### config.mk
export PLATFORM = sky130hd
export DESIGN_NAME = modular_exponentiation
export DESIGN_NICKNAME = d
export VERILOG_FILES = /design/src/rtl/mexp_pkg.sv /design/src/rtl/modular_exponentiation.sv /design/src/rtl/mexp_ctrl.sv /design/src/rtl/mexp_dp.sv
export SDC_FILE = /design/constraint.sdc
export NUM_CORES = 2
export LEC_CHECK = 0
export BUFFER_PORTS_ARGS = -buffer_cell sky130_fd_sc_hd__buf_2
export CAP_MARGIN = 30
export CORE_ASPECT_RATIO = 1.25
export CORE_UTILIZATION = 50
export CTS_CLUSTER_SIZE = 12
export DETAILED_ROUTE_END_ITERATION = 12
export GPL_TIMING_DRIVEN = 0
export PLACE_DENSITY = 0.77
export SYNTH_ARGS = -nofsm -noshare
export SYNTH_HDL_FRONTEND = slang
export SYNTH_SLANG_ARGS = --single-unit
### constraint.sdc
create_clock -name aclk -period 7.7 [get_ports aclk]
set_input_delay 0 -clock aclk [delete_from_list [all_inputs] [get_ports aclk]]
set_output_delay 0 -clock aclk [all_outputs]
set_load 0.02 [all_outputs]
### src/rtl/mexp_pkg.sv
`default_nettype none
package mexp_pkg;

    // Residues stay below the modulus (at most 2^62), so 63 bits hold every sum.
    localparam int VAL_W = 63;
    localparam int RES_W = 62;
    localparam int FIELD_W = 63;
    localparam int OPERAND_WIDTH_DEF = 63;

    localparam logic [VAL_W-1:0] MODULUS_RESET = 63'd1000000007;
    localparam logic [VAL_W-1:0] MODULUS_LIMIT = 63'h4000_0000_0000_0000;

    typedef enum logic [2:0] {
        ST_IDLE,
        ST_REDUCE,
        ST_CHECK,
        ST_MUL,
        ST_SQR,
        ST_DONE
    } mexp_state_t;

    typedef struct packed {
        logic load;       // capture operands, set result to 1
        logic red_step;   // one bit of base mod m
        logic mm_start;   // load the shift-add product engine
        logic mm_square;  // operands for mm_start: sq*sq (else result*sq)
        logic mm_step;    // one shift-add step
        logic pow_write;  // result <= product
        logic sq_write;   // square <= product
        logic exp_shift;  // drop the exponent LSB
    } mexp_cmd_t;

    typedef struct packed {
        logic red_last;
        logic mm_done;
        logic exp_zero;
        logic exp_lsb;
        logic exp_last;
    } mexp_status_t;

endpackage
`default_nettype wire

### src/rtl/modular_exponentiation.sv
`default_nettype none
// Channel   | Direction | Handshake          | Payload
// s_        | in        | s_valid / s_ready  | s_base_value[62:0], s_exponent[62:0]
// m_        | out       | m_valid / m_ready  | m_power_result[61:0]
// APB       | in        | psel, penable      | paddr[3:0], pwdata/prdata[63:0], modulus at 0x0
//
// Per item: an accept, a bit-serial reduction of the base mod m (W = OPERAND_WIDTH bits),
// then per exponent bit up to the top set one a decision state, a multiply when the bit
// is set and a squaring except after the top bit, then a result state held through any
// m_ready stall. Products come from the one-bit-per-cycle shift-add product engine.
// One item in flight; s_ready is high only while idle; m_power_result holds until m_ready.
// Synchronous active-low reset idles the controller and sets the modulus to 1000000007.
module modular_exponentiation import mexp_pkg::*; #(
    parameter int OPERAND_WIDTH = OPERAND_WIDTH_DEF
) (
    input  wire                aclk,
    input  wire                aresetn,
    // input items
    input  wire                s_valid,
    output logic               s_ready,
    input  wire  [FIELD_W-1:0] s_base_value,
    input  wire  [FIELD_W-1:0] s_exponent,
    // result items
    output logic               m_valid,
    input  wire                m_ready,
    output logic [RES_W-1:0]   m_power_result,
    // configuration
    input  wire                psel,
    input  wire                penable,
    input  wire                pwrite,
    input  wire  [3:0]         paddr,
    input  wire  [63:0]        pwdata,
    output logic [63:0]        prdata,
    output logic               pready
);

    logic [VAL_W-1:0] modulus_reg;
    logic [VAL_W-1:0] modulus_next;
    logic             cfg_wr;

    mexp_cmd_t    cmd;
    mexp_status_t status;

    // Only the modulus lives here; 8-byte stride, paddr[3] selects the register slot.
    assign pready = 1'b1;
    assign cfg_wr = psel & penable & pwrite & (paddr[3] == 1'b0);

    always_comb begin
        modulus_next = modulus_reg;
        if (cfg_wr) modulus_next = pwdata[VAL_W-1:0];
    end

    always_ff @(posedge aclk) begin
        if (!aresetn) begin
            modulus_reg <= MODULUS_RESET;
        end else begin
            modulus_reg <= modulus_next;
        end
    end

    assign prdata = paddr[3] ? 64'd0 : {1'b0, modulus_reg};

    // Sequencer: reduce base, then walk exponent bits LSB first.
    mexp_ctrl u_ctrl (
        .aclk    (aclk),
        .aresetn (aresetn),
        .s_valid (s_valid),
        .s_ready (s_ready),
        .m_valid (m_valid),
        .m_ready (m_ready),
        .status  (status),
        .cmd     (cmd)
    );

    // Residue registers, doubling unit and add/reduce unit.
    mexp_dp #(
        .OPERAND_WIDTH (OPERAND_WIDTH)
    ) u_dp (
        .aclk         (aclk),
        .base_value   (s_base_value),
        .exponent     (s_exponent),
        .modulus      (modulus_reg),
        .cmd          (cmd),
        .status       (status),
        .power_result (m_power_result)
    );

endmodule
`default_nettype wire

### src/rtl/mexp_ctrl.sv
`default_nettype none
module mexp_ctrl import mexp_pkg::*; (
    input  wire          aclk,
    input  wire          aresetn,
    input  wire          s_valid,
    output logic         s_ready,
    output logic         m_valid,
    input  wire          m_ready,
    input  mexp_status_t status,
    output mexp_cmd_t    cmd
);

    mexp_state_t state_reg, state_next;

    always_ff @(posedge aclk) begin
        if (!aresetn) begin
            state_reg <= ST_IDLE;
        end else begin
            state_reg <= state_next;
        end
    end

    always_comb begin
        state_next = state_reg;
        unique case (state_reg)
            ST_IDLE: begin
                if (s_valid) state_next = ST_REDUCE;
            end
            ST_REDUCE: begin
                if (status.red_last) state_next = ST_CHECK;
            end
            ST_CHECK: begin
                if (status.exp_zero) state_next = ST_DONE;
                else if (status.exp_lsb) state_next = ST_MUL;
                else state_next = ST_SQR;
            end
            ST_MUL: begin
                if (status.mm_done) begin
                    state_next = status.exp_last ? ST_DONE : ST_SQR;
                end
            end
            ST_SQR: begin
                if (status.mm_done) state_next = ST_CHECK;
            end
            ST_DONE: begin
                if (m_ready) state_next = ST_IDLE;
            end
            default: state_next = ST_IDLE;
        endcase
    end

    always_comb begin
        cmd     = '0;
        s_ready = 1'b0;
        m_valid = 1'b0;
        unique case (state_reg)
            ST_IDLE: begin
                s_ready  = 1'b1;
                cmd.load = s_valid;
            end
            ST_REDUCE: begin
                cmd.red_step = 1'b1;
            end
            ST_CHECK: begin
                if (!status.exp_zero) begin
                    cmd.mm_start  = 1'b1;
                    cmd.mm_square = !status.exp_lsb;
                end
            end
            ST_MUL: begin
                if (status.mm_done) begin
                    cmd.pow_write = 1'b1;
                    if (status.exp_last) begin
                        cmd.exp_shift = 1'b1;
                    end else begin
                        cmd.mm_start  = 1'b1;
                        cmd.mm_square = 1'b1;
                    end
                end else begin
                    cmd.mm_step = 1'b1;
                end
            end
            ST_SQR: begin
                if (status.mm_done) begin
                    cmd.sq_write  = 1'b1;
                    cmd.exp_shift = 1'b1;
                end else begin
                    cmd.mm_step = 1'b1;
                end
            end
            ST_DONE: begin
                m_valid = 1'b1;
            end
            default: begin
                cmd = '0;
            end
        endcase
    end

endmodule
`default_nettype wire

### src/rtl/mexp_dp.sv
`default_nettype none
module mexp_dp import mexp_pkg::*; #(
    parameter int OPERAND_WIDTH = OPERAND_WIDTH_DEF
) (
    input  wire                aclk,
    input  wire  [FIELD_W-1:0] base_value,
    input  wire  [FIELD_W-1:0] exponent,
    input  wire  [VAL_W-1:0]   modulus,
    input  mexp_cmd_t          cmd,
    output mexp_status_t       status,
    output logic [RES_W-1:0]   power_result
);

    localparam int CNT_W = $clog2(OPERAND_WIDTH);
    localparam logic [CNT_W-1:0] CNT_LAST = CNT_W'(OPERAND_WIDTH - 1);

    logic [VAL_W-1:0]         m_reg;
    logic [VAL_W-1:0]         pow_reg;
    logic [VAL_W-1:0]         sq_reg;
    logic [VAL_W-1:0]         acc_reg;
    logic [VAL_W-1:0]         dbl_reg;
    logic [VAL_W-1:0]         y_reg;
    logic [OPERAND_WIDTH-1:0] exp_reg;
    logic [OPERAND_WIDTH-1:0] base_reg;
    logic [CNT_W-1:0]         cnt_reg;

    logic [VAL_W-1:0] m_eff;
    logic             bit_in;
    logic [VAL_W-1:0] dbl_sh;
    logic [VAL_W-1:0] dbl_red;
    logic [VAL_W-1:0] sum;
    logic [VAL_W-1:0] sum_red;
    logic [VAL_W-1:0] pow_op;

    // zero modulus acts as 1, anything above 2^62 saturates
    always_comb begin
        if (modulus == '0) m_eff = VAL_W'(1);
        else if (modulus > MODULUS_LIMIT) m_eff = MODULUS_LIMIT;
        else m_eff = modulus;
    end

    // doubling unit; during base reduction it shifts in base bits MSB first
    assign bit_in  = cmd.red_step & base_reg[OPERAND_WIDTH-1];
    assign dbl_sh  = {dbl_reg[VAL_W-2:0], bit_in};
    assign dbl_red = (dbl_sh >= m_reg) ? dbl_sh - m_reg : dbl_sh;

    assign sum     = acc_reg + dbl_reg;
    assign sum_red = (sum >= m_reg) ? sum - m_reg : sum;

    // result starts at 1, which is 0 mod 1
    assign pow_op  = (pow_reg >= m_reg) ? '0 : pow_reg;

    always_ff @(posedge aclk) begin
        if (cmd.load) begin
            m_reg    <= m_eff;
            pow_reg  <= VAL_W'(1);
            exp_reg  <= exponent[OPERAND_WIDTH-1:0];
            base_reg <= base_value[OPERAND_WIDTH-1:0];
            dbl_reg  <= '0;
            cnt_reg  <= '0;
        end
        if (cmd.red_step) begin
            dbl_reg  <= dbl_red;
            base_reg <= {base_reg[OPERAND_WIDTH-2:0], 1'b0};
            cnt_reg  <= cnt_reg + CNT_W'(1);
            if (cnt_reg == CNT_LAST) sq_reg <= dbl_red;
        end
        if (cmd.mm_step) begin
            if (y_reg[0]) acc_reg <= sum_red;
            dbl_reg <= dbl_red;
            y_reg   <= {1'b0, y_reg[VAL_W-1:1]};
        end
        if (cmd.pow_write) pow_reg <= acc_reg;
        if (cmd.sq_write) sq_reg <= acc_reg;
        if (cmd.exp_shift) exp_reg <= {1'b0, exp_reg[OPERAND_WIDTH-1:1]};
        if (cmd.mm_start) begin
            acc_reg <= '0;
            y_reg   <= sq_reg;
            if (cmd.mm_square) dbl_reg <= sq_reg;
            else dbl_reg <= pow_op;
        end
    end

    assign status.red_last = (cnt_reg == CNT_LAST);
    assign status.mm_done  = (y_reg == '0);
    assign status.exp_zero = (exp_reg == '0);
    assign status.exp_lsb  = exp_reg[0];
    assign status.exp_last = (exp_reg[OPERAND_WIDTH-1:1] == '0);

    assign power_result = pow_reg[RES_W-1:0];

endmodule
`default_nettype wire

==> metrics list <==
- The critical path starts at u_dp.dbl_reg[0].
- In this run, the number of DRC markers left after iteration 0 of detailed routing was between 4000 and 5000.
* Clock tree from TritonCTS: built
- Depth of the worst register-to-register path: 25
* Headroom to the max-slew limit: 0.2804
* Depth of the critical timing path with buffers and inverters included: 25
* Root Buffer: clkbuf_16
* CP Data Arrival Time: 8.02 ns
- Total wire length: around 150 mm
* # IOs: 330
- Counting both buffers and inverters, the worst setup path holds a total of 2.
- The via count of the first global-routing pass came to 35890.
- Counting flops with a built-in enable in the synthesized netlist gives approximately 450.
- After layout, the worst setup slack is 0.1877 ns.
- Period utilization: 0.9756
- Most common cell type on the critical path: a211oi_1
* Async set-or-reset flop fraction in the synthesized netlist: 0
* Crit Reg-Reg Endpoint: u_dp.acc_reg[61]
- The clock drives 576 sinks.
- Clock slew seen by the registers of the worst setup and hold paths: 0.06 ns
- Chip Height: 311.4 um
- The worst hold path belongs to the class in -> reg.
- For this run, the detailed router's first-pass iteration total came to 7.
- Among all stages on the critical path, the largest delay is contributed by or4_4.
- Summed over all cells, the static leakage comes to 18.90 nW.
- Portion of the post-synthesis area used by sequential elements: 0.4175
- Setup repair after global routing left no endpoint under its margin.
- Required time of the critical path: 8.21 ns
- For this configuration, the core starts out at a cell density of 0.5042.
- Highest-count cells in the layout ignoring fill and taps: nand2_1, edfxtp_1, buf_2, a21oi_1, ha_1
- Remaining antenna violation count: 0
- Timing analysis after detailed placement gives a worst setup slack of -0.3552 ns.
- In the routed design, unresolved DRC markers number 0.
- Most instantiated flip-flop cell in the synthesis netlist: edfxtp_1
* Non-filler cells, final: about 5800
- FF-to-FF setup slack: 0.19 ns
- Buffers placed on the I/O ports in this run total 322.
* Multi-input logic area: 20510 um^2
* Status: finished, final reports clean
- In this run the cell area of the synthesized design comes to approximately 38000 um^2.
- In the final routed layout, each cell accounts on average for 25.66 um.
* Number of fill cells in the layout: around 6400
- CTS H-tree depth: 2
- At the pin with the least slew margin, the transition time is 1.070 ns.
- In the final layout, the share of cells above drive strength 1 is 0.1317.
* Most common library cell in the layout ignoring fill and taps: nand2_1
- The largest single stage delay on the critical path is 0.62 ns.
- Minimum period implied by the final worst setup slack: about 7.5 ns
- Pin count of the biggest net entering global routing: 73
- Of all nets on the critical path, the largest fanout is 10.
* Worst-skew pair later-pin latency: between 0.6 and 0.7 ns
- Routed via count: 36600
- Smallest hold slack: 0.09532 ns
* Placer congestion estimate: a little over 1
- Element type at the critical path end: flip-flop
- Cell area power density: 415.8 nW/um^2
- For the final routed database, the setup TNS stands at 0 ns.
* Final cell utilization of the core: 0.5992
- Between clock sinks in the finished design, the worst skew comes to ~0.028 ns.
- From left edge to right edge, the die measures 249.5 um.
- NumNets Final: 5243
- The die covers 77690 um^2.
- The initialized floorplan defines 113 standard-cell rows.
- The count of final max-slew check failures came to 0.
* Global-route wire length before repair: 217.2 mm
- For this run, the total global-route usage over all layers was measured as 0.3724.
- Reg-to-reg startpoint: u_dp.dbl_reg[0]
* Final number of setup-violating endpoints: 0
- Hold Violations, Final: 0
- Layout Area Growth over Synthesis: 18.84%
- Registers take roughly 16000 um^2.
- Half-perimeter wire length of the detailed placement result: approximately 110 mm
* Placeable core region: 75920 um^2
- Total global routing overflow: 0
- In this run, synthesis produced a sequential element count of 576.
- Worst IR drop on VDD: 0.2387 mV
- Critical path capture point: u_dp.acc_reg[61]
* Mean instance size in the synthesized netlist: 9.192 um^2
- Yosys synthesis warning count: 0
* Num CTS Buffers: 60
* Fmax: 133.1 MHz
- The cell count after synthesis came out at between 4000 and 5000.
* Number of antenna violations at the first check in global routing: 1
* Kind of cell with the highest combined delay on the critical path: compound AO/OA/AOI/OAI gates
- STA classifies the critical path startpoint as a flip-flop.
- Max capacitance violation total: 0
- Counting every net in the synthesized netlist gives 4622.
- After synthesis, the netlist uses between 90 and 100 different library cells.
* Kind of critical path: reg -> reg
- Largest buffer count on any clock path: 3
- Ratio of routed vias to standard cells: approximately 6.3
* Count of placed standard cells including taps: roughly 5500
## worst reg2reg max path, cell delays in order (launching register included)
cell      delay (ns)
edfxtp_1        0.44
ha_1            0.26
fa_1            0.45
a211oi_2        0.28
o21ai_0         0.20
a41oi_1         0.27
o21ai_2         0.18
a311oi_4        0.40
o21bai_1        0.25
a221oi_2        0.36
nor4_1          0.12
a211oi_1        0.30
xnor2_1         0.16
ha_1            0.39
nand3_1         0.19
or4_4           0.62
or4_1           0.56
nor4_2          0.22
buf_2           0.24
a211oi_1        0.09
o31a_1          0.14
o21ai_2         0.22
buf_2           0.42
nor2_1          0.07
a211oi_1        0.37
a21oi_1         0.13
## synth_stat cells (64+ instances only)
cell type | instances | area share
nand4_1 | 72 | 0.012
nor2_1 | 216 | 0.021
ha_1 | 253 | 0.083
xnor2_1 | 117 | 0.027
nand2_1 | 679 | 0.067
o21ai_0 | 188 | 0.025
a22o_1 | 64 | 0.015
nor2b_1 | 91 | 0.015
nand3_1 | 165 | 0.022
buf_4 | 65 | 0.013
a31oi_1 | 75 | 0.012
a21o_1 | 105 | 0.021
a21oi_1 | 282 | 0.037
edfxtp_1 | 445 | 0.35
and2_1 | 143 | 0.023
inv_1 | 124 | 0.012
dfxtp_1 | 131 | 0.069
clkbuf_1 | 181 | 0.018
## repair_timing
action / in CTS / in global routing
setup buffers: 1 / 2
resized for setup: 4 / 6
endpoints found under the hold margin: 191 / 0
hold buffers: 217 / 0
gates cloned: 0 / 0
endpoints found under the setup margin: 63 / 63
pin swaps: 2 / 0
## area by class of cell
cell class | instances | share of cell area
Buffer | 288 | 0.03141
Clock inverter | 23 | 0.004290
Antenna cell | 4 | 0.0002200
Tap cell | 977 | 0.02687
Sequential cell | 576 | 0.3514
Timing Repair Buffer | 559 | 0.08880
Multi-Input combinational cell | 3176 | 0.4508
Inverter | 125 | 0.01031
Clock buffer | 90 | 0.03592
## routing by layer
metal | vias to the layer above | part of all wire | GRT usage
li1 | 16500 | - | -
met5 | - | 0 | 0
met4 | 0 | 0.079 | 0.2630
met1 | 17160 | 0.36 | 0.4430
met3 | 542 | 0.10 | 0.06215
met2 | 2391 | 0.46 | 0.6130
## where the power goes
part	switching, mW	internal (mW)
logic	7.33	4.23
clock network	1.32	1.53
registers	0.596	3.91
total	9.24	9.67
## worst min path at each step
stage	end	cells past startpoint	slack (ns)	from
CTS	modulus_reg[19]	4	0.06	pwdata[19]
finish	modulus_reg[19]	4	0.1	pwdata[19]
global route	modulus_reg[0]	4	0.09	pwdata[0]
detailed placement	modulus_reg[0]	3	0.21	pwdata[0]
floorplan	modulus_reg[0]	2	0.12	pwdata[0]
global placement	modulus_reg[0]	3	0.21	pwdata[0]
## through the flow
stage                     area, um^2  total power [mW]
after detailed placement       41410             15.53
after CTS                      45430             18.46
after floorplan                38280             12.47
final                          45500             18.92
after global routing           45490             19.98
after global placement         41120             15.45
## kinds of logic (layout without fill, tap and decap cells)
kind of cell             Yosys count  in the layout  synth area share
other                              2              6         0.0001962
XOR/XNOR                         169            169           0.03866
flip-flops                       576            576            0.4175
multiplexers                      86             86           0.02454
buffers and inverters            413           1085           0.04938
AO/OA/AOI/OAI                   1092           1092            0.1925
adder cells (fa/ha/maj)          256            256           0.08425
AND/OR/NAND/NOR                 1571           1571            0.1930
Note: power is estimated with default switching activity, not from simulation.
